File: src/design/decb_pkg.sv
`default_nettype none

package decb_pkg;

   // result status codes
   localparam logic [2:0] ST_DATA      = 3'd0;
   localparam logic [2:0] ST_MARKER    = 3'd1;
   localparam logic [2:0] ST_TRAILER   = 3'd2;
   localparam logic [2:0] ST_OVERSIZE  = 3'd3;
   localparam logic [2:0] ST_EARLY_END = 3'd4;

   // longest burst one input transaction can cause
   localparam int unsigned BURST_MAX = 19;
   localparam int unsigned CNT_W     = $clog2(BURST_MAX + 1);

   // bank-map record fields
   localparam logic [7:0] MAP_REG_A1  = 8'hA1;
   localparam logic [7:0] MAP_REG_A2  = 8'hA2;
   localparam logic [7:0] MAP_REG_A3  = 8'hA3;
   localparam logic [7:0] BANK_LOW    = 8'h04;
   localparam logic [7:0] BANK_A1_DEF = 8'h05;
   localparam logic [7:0] BANK_A2_DEF = 8'h06;
   localparam logic [7:0] BANK_A3_DEF = 8'h07;

   typedef struct packed {
      logic [7:0] data;
      logic [2:0] status;
   } decb_entry_type;

   typedef struct packed {
      logic [CNT_W-1:0]                    count;
      decb_entry_type [BURST_MAX-1:0]      entry;
   } decb_burst_type;

   // one byte of a six-byte bank-map record
   function automatic logic [7:0] map_byte(input logic [2:0] idx,
                                           input logic [7:0] reg_sel,
                                           input logic [7:0] bank);
      logic [7:0] res;
      case (idx)
         3'd0, 3'd1: res = 8'h00;
         3'd2:       res = 8'h01;
         3'd3:       res = 8'hFF;
         3'd4:       res = reg_sel;
         default:    res = bank;
      endcase
      return res;
   endfunction

   // one byte of the three start-up records, index 0..17
   function automatic logic [7:0] start_byte(input logic [4:0] idx);
      logic [7:0] res;
      if (idx < 5'd6) begin
         res = map_byte(idx[2:0], MAP_REG_A1, BANK_A1_DEF);
      end else if (idx < 5'd12) begin
         res = map_byte(3'(idx - 5'd6), MAP_REG_A2, BANK_A2_DEF);
      end else begin
         res = map_byte(3'(idx - 5'd12), MAP_REG_A3, BANK_A3_DEF);
      end
      return res;
   endfunction

endpackage

`default_nettype wire

File: src/design/decb_segment_relocator_top.sv
// Segment relocator: rewrites a segmented load image, one byte per
// request transaction.
// Request channel: req_tdata carries one image byte, req_tlast marks the
// end of the image (the byte is then ignored).
// Response channel: rsp_tdata carries an output byte, rsp_tuser a status
// code (0 data, 1 bad marker, 2 bad trailer, 3 oversized segment,
// 4 unexpected end), rsp_tlast flags the final response of one request.
// A request enters an input register and is decoded in the next cycle; its
// responses (0 to 19) are loaded into a shift queue once it can hold them,
// and leave one per cycle while the receiver is ready.
// Payload bytes sustain one request per cycle while the receiver is ready.
// A request that produces responses holds the next request until they drain
// through the single response port; requests with no responses skip the queue.
// Reset clears the phase and the start-up flag, so the three bank-map
// records go out again ahead of the first request's own responses.
// When the receiver stalls, the queue holds its head and the input
// register fills, after which req_tready drops. After an error response
// the block stays halted until reset.
`default_nettype none

module decb_segment_relocator_top
   import decb_pkg::*;
(
   input  wire logic       clock,
   input  wire logic       reset,
   input  wire logic       req_tvalid,
   output logic            req_tready,
   input  wire logic [7:0] req_tdata,   // [7:0] in_byte
   input  wire logic       req_tlast,
   output logic            rsp_tvalid,
   input  wire logic       rsp_tready,
   output logic [7:0]      rsp_tdata,   // [7:0] out_byte
   output logic [2:0]      rsp_tuser,   // [2:0] status
   output logic            rsp_tlast
);

   decb_burst_type burst;
   logic           burst_load;
   logic           queue_free;

   decb_ctrl u_ctrl (
      .clock      (clock),
      .reset      (reset),
      .req_tvalid (req_tvalid),
      .req_tready (req_tready),
      .req_tdata  (req_tdata),
      .req_tlast  (req_tlast),
      .queue_free (queue_free),
      .burst      (burst),
      .burst_load (burst_load)
   );

   decb_outq u_outq (
      .clock      (clock),
      .reset      (reset),
      .burst      (burst),
      .burst_load (burst_load),
      .queue_free (queue_free),
      .rsp_tvalid (rsp_tvalid),
      .rsp_tready (rsp_tready),
      .rsp_tdata  (rsp_tdata),
      .rsp_tuser  (rsp_tuser),
      .rsp_tlast  (rsp_tlast)
   );

endmodule

`default_nettype wire

File: src/design/decb_ctrl.sv
`default_nettype none

module decb_ctrl
   import decb_pkg::*;
(
   input  wire logic           clock,
   input  wire logic           reset,
   input  wire logic           req_tvalid,
   output logic                req_tready,
   input  wire logic [7:0]     req_tdata,
   input  wire logic           req_tlast,
   input  wire logic           queue_free,
   output decb_burst_type      burst,
   output logic                burst_load
);

   localparam logic [3:0] PH_MARKER   = 4'd0;
   localparam logic [3:0] PH_LEN_HI   = 4'd1;
   localparam logic [3:0] PH_LEN_LO   = 4'd2;
   localparam logic [3:0] PH_ADDR_HI  = 4'd3;
   localparam logic [3:0] PH_ADDR_LO  = 4'd4;
   localparam logic [3:0] PH_TRL_1    = 4'd5;
   localparam logic [3:0] PH_TRL_2    = 4'd6;
   localparam logic [3:0] PH_EXEC_HI  = 4'd7;
   localparam logic [3:0] PH_EXEC_LO  = 4'd8;
   localparam logic [3:0] PH_FINISHED = 4'd9;
   localparam logic [3:0] PH_PAYLOAD  = 4'd10;
   localparam logic [3:0] PH_HALTED   = 4'd11;

   localparam int unsigned START_LEN = 18;
   localparam int unsigned MAP_LEN   = 6;
   localparam int unsigned TAIL_MAX  = 5;

   // input register
   logic        in_valid_ff, in_valid_in;
   logic [7:0]  in_byte_ff, in_byte_in;
   logic        in_eoi_ff, in_eoi_in;

   // block state
   logic [3:0]  phase_ff, phase_in;
   logic        started_ff, started_in;
   logic        low_bank_ff, low_bank_in;
   logic [15:0] seg_len_ff, seg_len_in;
   logic [7:0]  load_hi_ff, load_hi_in;
   logic [7:0]  exec_hi_ff, exec_hi_in;

   // burst description
   logic                 map_en;
   logic [7:0]           map_bank;
   logic [2:0]           tail_n;
   logic [2:0]           tail_st;
   logic [TAIL_MAX-1:0][7:0] tail;
   logic [7:0]           addr_hi_adj;
   logic [16:0]          seg_end;
   logic                 step;

   // decode one transaction against the current phase
   always_comb begin
      phase_in    = phase_ff;
      started_in  = 1'b1;
      low_bank_in = low_bank_ff;
      seg_len_in  = seg_len_ff;
      load_hi_in  = load_hi_ff;
      exec_hi_in  = exec_hi_ff;
      map_en      = 1'b0;
      map_bank    = BANK_A1_DEF;
      tail_n      = 3'd0;
      tail_st     = ST_DATA;
      tail        = '0;
      addr_hi_adj = (in_byte_ff < 8'h20) ? in_byte_ff + 8'h20 : in_byte_ff;
      seg_end     = {1'b0, load_hi_ff, in_byte_ff} + {1'b0, seg_len_ff};

      if (in_eoi_ff) begin
         if (phase_ff != PH_FINISHED && phase_ff != PH_HALTED) begin
            tail_n   = 3'd1;
            tail_st  = ST_EARLY_END;
            phase_in = PH_HALTED;
         end
      end else begin
         unique case (phase_ff)
            PH_MARKER: begin
               if (in_byte_ff == 8'hFF) begin
                  phase_in = PH_TRL_1;
               end else if (in_byte_ff == 8'h00) begin
                  phase_in = PH_LEN_HI;
               end else begin
                  tail_n   = 3'd1;
                  tail_st  = ST_MARKER;
                  phase_in = PH_HALTED;
               end
            end
            PH_TRL_1, PH_TRL_2: begin
               if (in_byte_ff != 8'h00) begin
                  tail_n   = 3'd1;
                  tail_st  = ST_TRAILER;
                  phase_in = PH_HALTED;
               end else begin
                  phase_in = (phase_ff == PH_TRL_1) ? PH_TRL_2 : PH_EXEC_HI;
               end
            end
            PH_EXEC_HI: begin
               exec_hi_in = in_byte_ff;
               phase_in   = PH_EXEC_LO;
            end
            PH_EXEC_LO: begin
               tail_n   = 3'd5;
               tail     = {in_byte_ff, exec_hi_ff, 8'h00, 8'h00, 8'hFF};
               phase_in = PH_FINISHED;
            end
            PH_LEN_HI: begin
               seg_len_in = {in_byte_ff, 8'h00};
               phase_in   = PH_LEN_LO;
            end
            PH_LEN_LO: begin
               seg_len_in = {seg_len_ff[15:8], in_byte_ff};
               phase_in   = PH_ADDR_HI;
            end
            PH_ADDR_HI: begin
               // shift low loads up and switch the bank map on mode change
               if (in_byte_ff < 8'h20) begin
                  if (!low_bank_ff) begin
                     map_en      = 1'b1;
                     map_bank    = BANK_LOW;
                     low_bank_in = 1'b1;
                  end
               end else if (low_bank_ff) begin
                  map_en      = 1'b1;
                  map_bank    = BANK_A1_DEF;
                  low_bank_in = 1'b0;
               end
               load_hi_in = addr_hi_adj;
               phase_in   = PH_ADDR_LO;
            end
            PH_ADDR_LO: begin
               if (seg_end[16]) begin
                  tail_n   = 3'd1;
                  tail_st  = ST_OVERSIZE;
                  phase_in = PH_HALTED;
               end else begin
                  tail_n   = 3'd5;
                  tail     = {in_byte_ff, load_hi_ff, seg_len_ff[7:0],
                              seg_len_ff[15:8], 8'h00};
                  phase_in = (seg_len_ff == 16'd0) ? PH_MARKER : PH_PAYLOAD;
               end
            end
            PH_PAYLOAD: begin
               tail_n     = 3'd1;
               tail[0]    = in_byte_ff;
               seg_len_in = seg_len_ff - 16'd1;
               if (seg_len_ff == 16'd1) begin
                  phase_in = PH_MARKER;
               end
            end
            default: begin
            end
         endcase
      end
   end

   // lay out the burst: start records, bank-map record, then the tail
   always_comb begin
      burst.count = (started_ff ? CNT_W'(0) : CNT_W'(START_LEN))
                  + (map_en ? CNT_W'(MAP_LEN) : CNT_W'(0))
                  + CNT_W'(tail_n);
      for (int i = 0; i < BURST_MAX; i++) begin
         burst.entry[i] = '0;
         if (!started_ff) begin
            if (i < START_LEN) begin
               burst.entry[i].data = start_byte(CNT_W'(i));
            end else if (i == START_LEN) begin
               burst.entry[i].data   = tail[0];
               burst.entry[i].status = tail_st;
            end
         end else if (map_en) begin
            if (i < MAP_LEN) begin
               burst.entry[i].data = map_byte(3'(i), MAP_REG_A1, map_bank);
            end else if (i < MAP_LEN + TAIL_MAX) begin
               burst.entry[i].data   = tail[i - MAP_LEN];
               burst.entry[i].status = tail_st;
            end
         end else if (i < TAIL_MAX) begin
            burst.entry[i].data   = tail[i];
            burst.entry[i].status = tail_st;
         end
      end
   end

   // take the transaction once the result queue can hold its burst, or at once if the burst is empty
   assign step       = in_valid_ff && (queue_free || burst.count == '0);
   assign burst_load = step && burst.count != '0;
   assign req_tready = !in_valid_ff || step;

   always_comb begin
      in_valid_in = in_valid_ff && !step;
      in_byte_in  = in_byte_ff;
      in_eoi_in   = in_eoi_ff;
      if (req_tvalid && req_tready) begin
         in_valid_in = 1'b1;
         in_byte_in  = req_tdata;
         in_eoi_in   = req_tlast;
      end
   end

   always_ff @(posedge clock) begin
      in_byte_ff <= in_byte_in;
      in_eoi_ff  <= in_eoi_in;
      if (reset) begin
         in_valid_ff <= 1'b0;
         phase_ff    <= PH_MARKER;
         started_ff  <= 1'b0;
         low_bank_ff <= 1'b0;
         seg_len_ff  <= '0;
         load_hi_ff  <= '0;
         exec_hi_ff  <= '0;
      end else begin
         in_valid_ff <= in_valid_in;
         if (step) begin
            phase_ff    <= phase_in;
            started_ff  <= started_in;
            low_bank_ff <= low_bank_in;
            seg_len_ff  <= seg_len_in;
            load_hi_ff  <= load_hi_in;
            exec_hi_ff  <= exec_hi_in;
         end
      end
   end

endmodule

`default_nettype wire

File: src/design/decb_outq.sv
`default_nettype none

module decb_outq
   import decb_pkg::*;
(
   input  wire logic           clock,
   input  wire logic           reset,
   input  wire decb_burst_type burst,
   input  wire logic           burst_load,
   output logic                queue_free,
   output logic                rsp_tvalid,
   input  wire logic           rsp_tready,
   output logic [7:0]          rsp_tdata,
   output logic [2:0]          rsp_tuser,
   output logic                rsp_tlast
);

   decb_entry_type [BURST_MAX-1:0] entry_ff, entry_in;
   logic [CNT_W-1:0]               cnt_ff, cnt_in;
   logic                           pop;

   assign rsp_tvalid = cnt_ff != '0;
   assign rsp_tdata  = entry_ff[0].data;
   assign rsp_tuser  = entry_ff[0].status;
   assign rsp_tlast  = cnt_ff == CNT_W'(1);
   assign pop        = rsp_tvalid && rsp_tready;
   assign queue_free = cnt_ff == '0 || (rsp_tlast && pop);

   // load a fresh burst or shift the head out
   always_comb begin
      entry_in = entry_ff;
      cnt_in   = cnt_ff;
      if (burst_load) begin
         entry_in = burst.entry;
         cnt_in   = burst.count;
      end else if (pop) begin
         for (int i = 0; i < BURST_MAX - 1; i++) begin
            entry_in[i] = entry_ff[i + 1];
         end
         cnt_in = cnt_ff - CNT_W'(1);
      end
   end

   always_ff @(posedge clock) begin
      entry_ff <= entry_in;
      if (reset) begin
         cnt_ff <= '0;
      end else begin
         cnt_ff <= cnt_in;
      end
   end

endmodule

`default_nettype wire

File: config.mk
export PLATFORM = sky130hd
export DESIGN_NAME = decb_segment_relocator_top
export DESIGN_NICKNAME = d
export VERILOG_FILES = /design/src/design/decb_pkg.sv /design/src/design/decb_segment_relocator_top.sv /design/src/design/decb_ctrl.sv /design/src/design/decb_outq.sv
export SDC_FILE = /design/constraint.sdc
export NUM_CORES = 1
export LEC_CHECK = 0
export BUFFER_PORTS_ARGS = -buffer_cell sky130_fd_sc_hd__clkbuf_2
export CORE_MARGIN = 2
export CORE_UTILIZATION = 30
export DETAILED_ROUTE_END_ITERATION = 12
export PLACE_DENSITY_LB_ADDON = 0.15
export SLEW_MARGIN = 20
export SYNTH_ARGS = -nofsm -noshare
export SYNTH_HDL_FRONTEND = slang
export SYNTH_SLANG_ARGS = --single-unit
File: constraint.sdc
create_clock -name clock -period 9.5 [get_ports clock]
set_input_delay 0.475 -clock clock [delete_from_list [all_inputs] [get_ports clock]]
set_output_delay 0.475 -clock clock [all_outputs]
set_load 0.02 [all_outputs]
==> flow_summary.toml <==
[detailed_routing]
wirelength_mm = 29.7
drt-pass1-iter-count = 4
ant_nets = 0
vias = 8019
drt_iter0_drc = 602
routed_via_density = 5.03
drc = 0
wl_per_cell_um = 18.7

[floorplan]
die_w_um = 201
core.rowCount = 72
die_area_um2 = 40500
num_io_pins = 27
start_util = 0.303
core_area_um2 = 38600
die_y_um = 201

[cts]
clk_latency_ps = 580
clk_pin_slew_worst_paths_ps = 60
clockRootBuffer = "clkbuf_16"
cts_setup_buffers = 0
cts-resized-gates = 0
cts_hold_buffers = 0
cts_buffers = 30
cts_max_path_buffers = 3
clock-sinks = 262
cts_tree = "done"
cts-htree-levels = 1

[min_path]
hp-start = "req_tdata[4]"
hold_end = "u_ctrl.in_byte_ff[4]"
hold_path_class = "primary input to flop"
min_delay_path_depth = 1

[power_and_ir_drop]
cellPowerDensity_nw_per_um2 = 347
power_leakage_nw = 4.90
max-vdd-ir-drop_v = 0.000221

[critical_path]
r2r_end = "u_outq.entry_ff[94]"
crit_required_ps = 9710
cp-end-kind = "flop"
arrival_ps = 6490
reg2reg_setup_slack_ps = 3220
crit_fanout = 96
rr_startpoint = "u_ctrl.in_byte_ff[5]"
r2r_cells = 14
start_kind = "flop"
path_class = "flop to flop"

[yosys]
yosysTopAreaCell = "edfxtp_1"
synthTopCellsByArea = "edfxtp_1, dfxtp_1, nand2_1"
synth_cells = 1068
ys_ff_latch = 262
ys_seq_area_frac = 0.604
synth.avg_cell_area_um2 = 10.9
synthDistinctLibCells = 62
synth_edf_count = 181
synthFlopType = "edfxtp_1"
netlist_area_um2 = 11700
async_reset_ff_frac = 0
synth_warnings = 0
synth_fp_nets = 1105
synth_top_cell_area_share = 0.465

[global_routing]
grt_pass1_vias = 7761
gr-usage-met1 = 0.214
use_met2 = 0.213
gr-total-overflow = 0
grt_max_degree = 110
grt_usage = 0.146
grt_pass1_wl_mm = 46.5
antenna_found_initial = 0
top_usage_layer = "met1"
met3_usage = 0.0305

[placement]
gp_congestion = 0.844
dpl_worst_slack_ps = 3280
dp_hpwl_mm = 18.4
port_buffers = 26

[timing]
skew_ps = 20.2
finalCriticalPeriod_ps = 6280
fin_ws_ps = 3220
max_freq_mhz = 159
post-route-period-util = 0.661
relSlewSlack = 0.305
slew_violations = 0
finalHoldViolCount = 0
finalSetupTns_ps = 0
tightest_slew_ps = 1030
rsz0062_at_grt = "false"
setup_viol = 0
hold_slack_ps = 78.3

[cells_and_area]
syn_to_final_growth_pct = 12.6
nets = 1089
antenna_cells = 0
drive_gt1_frac = 0.0902

[flow_run]
maxCapViolations = 0

[status]
status = "completed"
worst max-delay path, stage by stage (launching register included):
cell and delay [ps]:
edfxtp_1 570, ha_1 370, a211oi_1 260, nor2_1 80
o31ai_1 410, a21oi_1 120, nor2_1 570, inv_1 140
fa_1 500, and4b_1 260, and2_1 240, a21oi_4 210
buf_4 680, or2_4 890, buf_12 500
area by class of cell:
type,count,area (um2)
inverter,24,90.1
sequential,262,7060
tap,518,648
clock inverter,12,131
clock buffer,43,851
timing repair buffer,40,251
multi-input combinational,694,4130
fill,3962,25400
report_power, final:
| part | switching [mW] | internal, mW | leakage (nW) |
|---|---|---|---|
| Combinational | 0.932 | 0.397 | 1.96 |
| Clock | 0.469 | 0.676 | 0.482 |
| Sequential | 0.193 | 1.89 | 2.46 |
worst max path at each step:
stage / startpoint / endpoint / slack [ps] / cells after the start
2_1_floorplan: u_ctrl.in_byte_ff[5] / u_outq.entry_ff[100] / 3760 / 15
5_1_grt: u_ctrl.in_byte_ff[5] / u_outq.entry_ff[16] / 2760 / 14
4_1_cts: u_ctrl.in_byte_ff[5] / u_outq.rsp_tdata[2] / 3250 / 14
3_5_place_dp: u_ctrl.in_byte_ff[5] / u_outq.rsp_tdata[2] / 3280 / 14
3_3_place_gp: u_ctrl.in_byte_ff[5] / u_outq.entry_ff[59] / 3390 / 14
6_report: u_ctrl.in_byte_ff[5] / u_outq.entry_ff[94] / 3220 / 14
flip-flops by register name (all words and copies together) (netlist names):
register	cells
u_outq.rsp_tdata	8
u_ctrl.in_byte_ff	8
u_ctrl.in_eoi_ff	1
u_ctrl.in_valid_ff	1
u_ctrl.seg_len_ff	16
u_outq.entry_ff	198
u_ctrl.phase_ff	4
u_ctrl.exec_hi_ff	8
u_ctrl.load_hi_ff	8
u_outq.rsp_tuser	3
u_outq.cnt_ff	5
u_ctrl.started_ff	1
u_ctrl.low_bank_ff	1
cell usage after synthesis, drive strengths merged (6+ instances only):
| cell type | count |
|---|---|
| a21o | 42 |
| o31ai | 8 |
| inv | 24 |
| a32o | 6 |
| nand4 | 14 |
| clkbuf | 47 |
| nand2b | 6 |
| nor2 | 47 |
| a211oi | 8 |
| and2 | 81 |
| ha | 23 |
| a31oi | 12 |
| buf | 41 |
| o21ai | 53 |
| nor4 | 7 |
| a21oi | 108 |
| dfxtp | 81 |
| a22o | 24 |
| nand2 | 142 |
| nand3 | 20 |
| nor3 | 26 |
| edfxtp | 181 |
metal layers:
metal,wire length [um],up-vias,share of wire
li1,-,3848,-
met1,14500,3905,0.49
met2,12700,213,0.43
met3,1870,53,0.063
met4,682,0,0.023
met5,0,-,0
stage by stage:
stage / std cells / cell area [um2] / power (mW) / util
4_1_cts: 1593 / 13200 / 4.64 / 0.341
6_report: 1593 / 13200 / 4.56 / 0.341
2_1_floorplan: 1068 / 11700 / 3.07 / -
3_5_place_dp: 1538 / 12200 / 3.46 / 0.316
3_3_place_gp: 1538 / 12200 / 3.47 / 0.316
5_1_grt: 1593 / 13200 / 4.86 / 0.341
logic make-up (layout without fill, tap and decap cells):
group / after synthesis / count (layout) / synth area share
AOI/OAI and AO/OA: 295 / 295 / 0.165
xor gates and xnor gates: 5 / 5 / 0.00375
adders and majority gates: 25 / 25 / 0.0272
buffers and inverters: 112 / 119 / 0.0434
DFF: 262 / 262 / 0.604
muxes: 2 / 2 / 0.00171
and+or+nand+nor: 367 / 367 / 0.155
cell usage in the layout (no fill, tap or decap), types with 5 or more instances in the layout:
| cell | count |
|---|---|
| or3_1 | 5 |
| ha_1 | 23 |
| nand4_1 | 14 |
| a32o_1 | 6 |
| clkbuf_2 | 26 |
| clkinv_2 | 6 |
| o31ai_1 | 8 |
| clkbuf_16 | 31 |
| nand2_1 | 142 |
| buf_4 | 12 |
| nand3_1 | 20 |
| a21o_1 | 41 |
| a211oi_1 | 7 |
| nand2b_1 | 6 |
| inv_1 | 24 |
| clkbuf_1 | 9 |
| o21ai_0 | 53 |
| edfxtp_1 | 181 |
| a31oi_1 | 12 |
| nor4_1 | 7 |
| xor2_1 | 5 |
| and2_1 | 80 |
| a22o_1 | 23 |
| nor2_1 | 44 |
| a21oi_1 | 106 |
| nor3_1 | 25 |
| dfxtp_1 | 81 |
No activity file was read; power rests on OpenSTA's default activity.
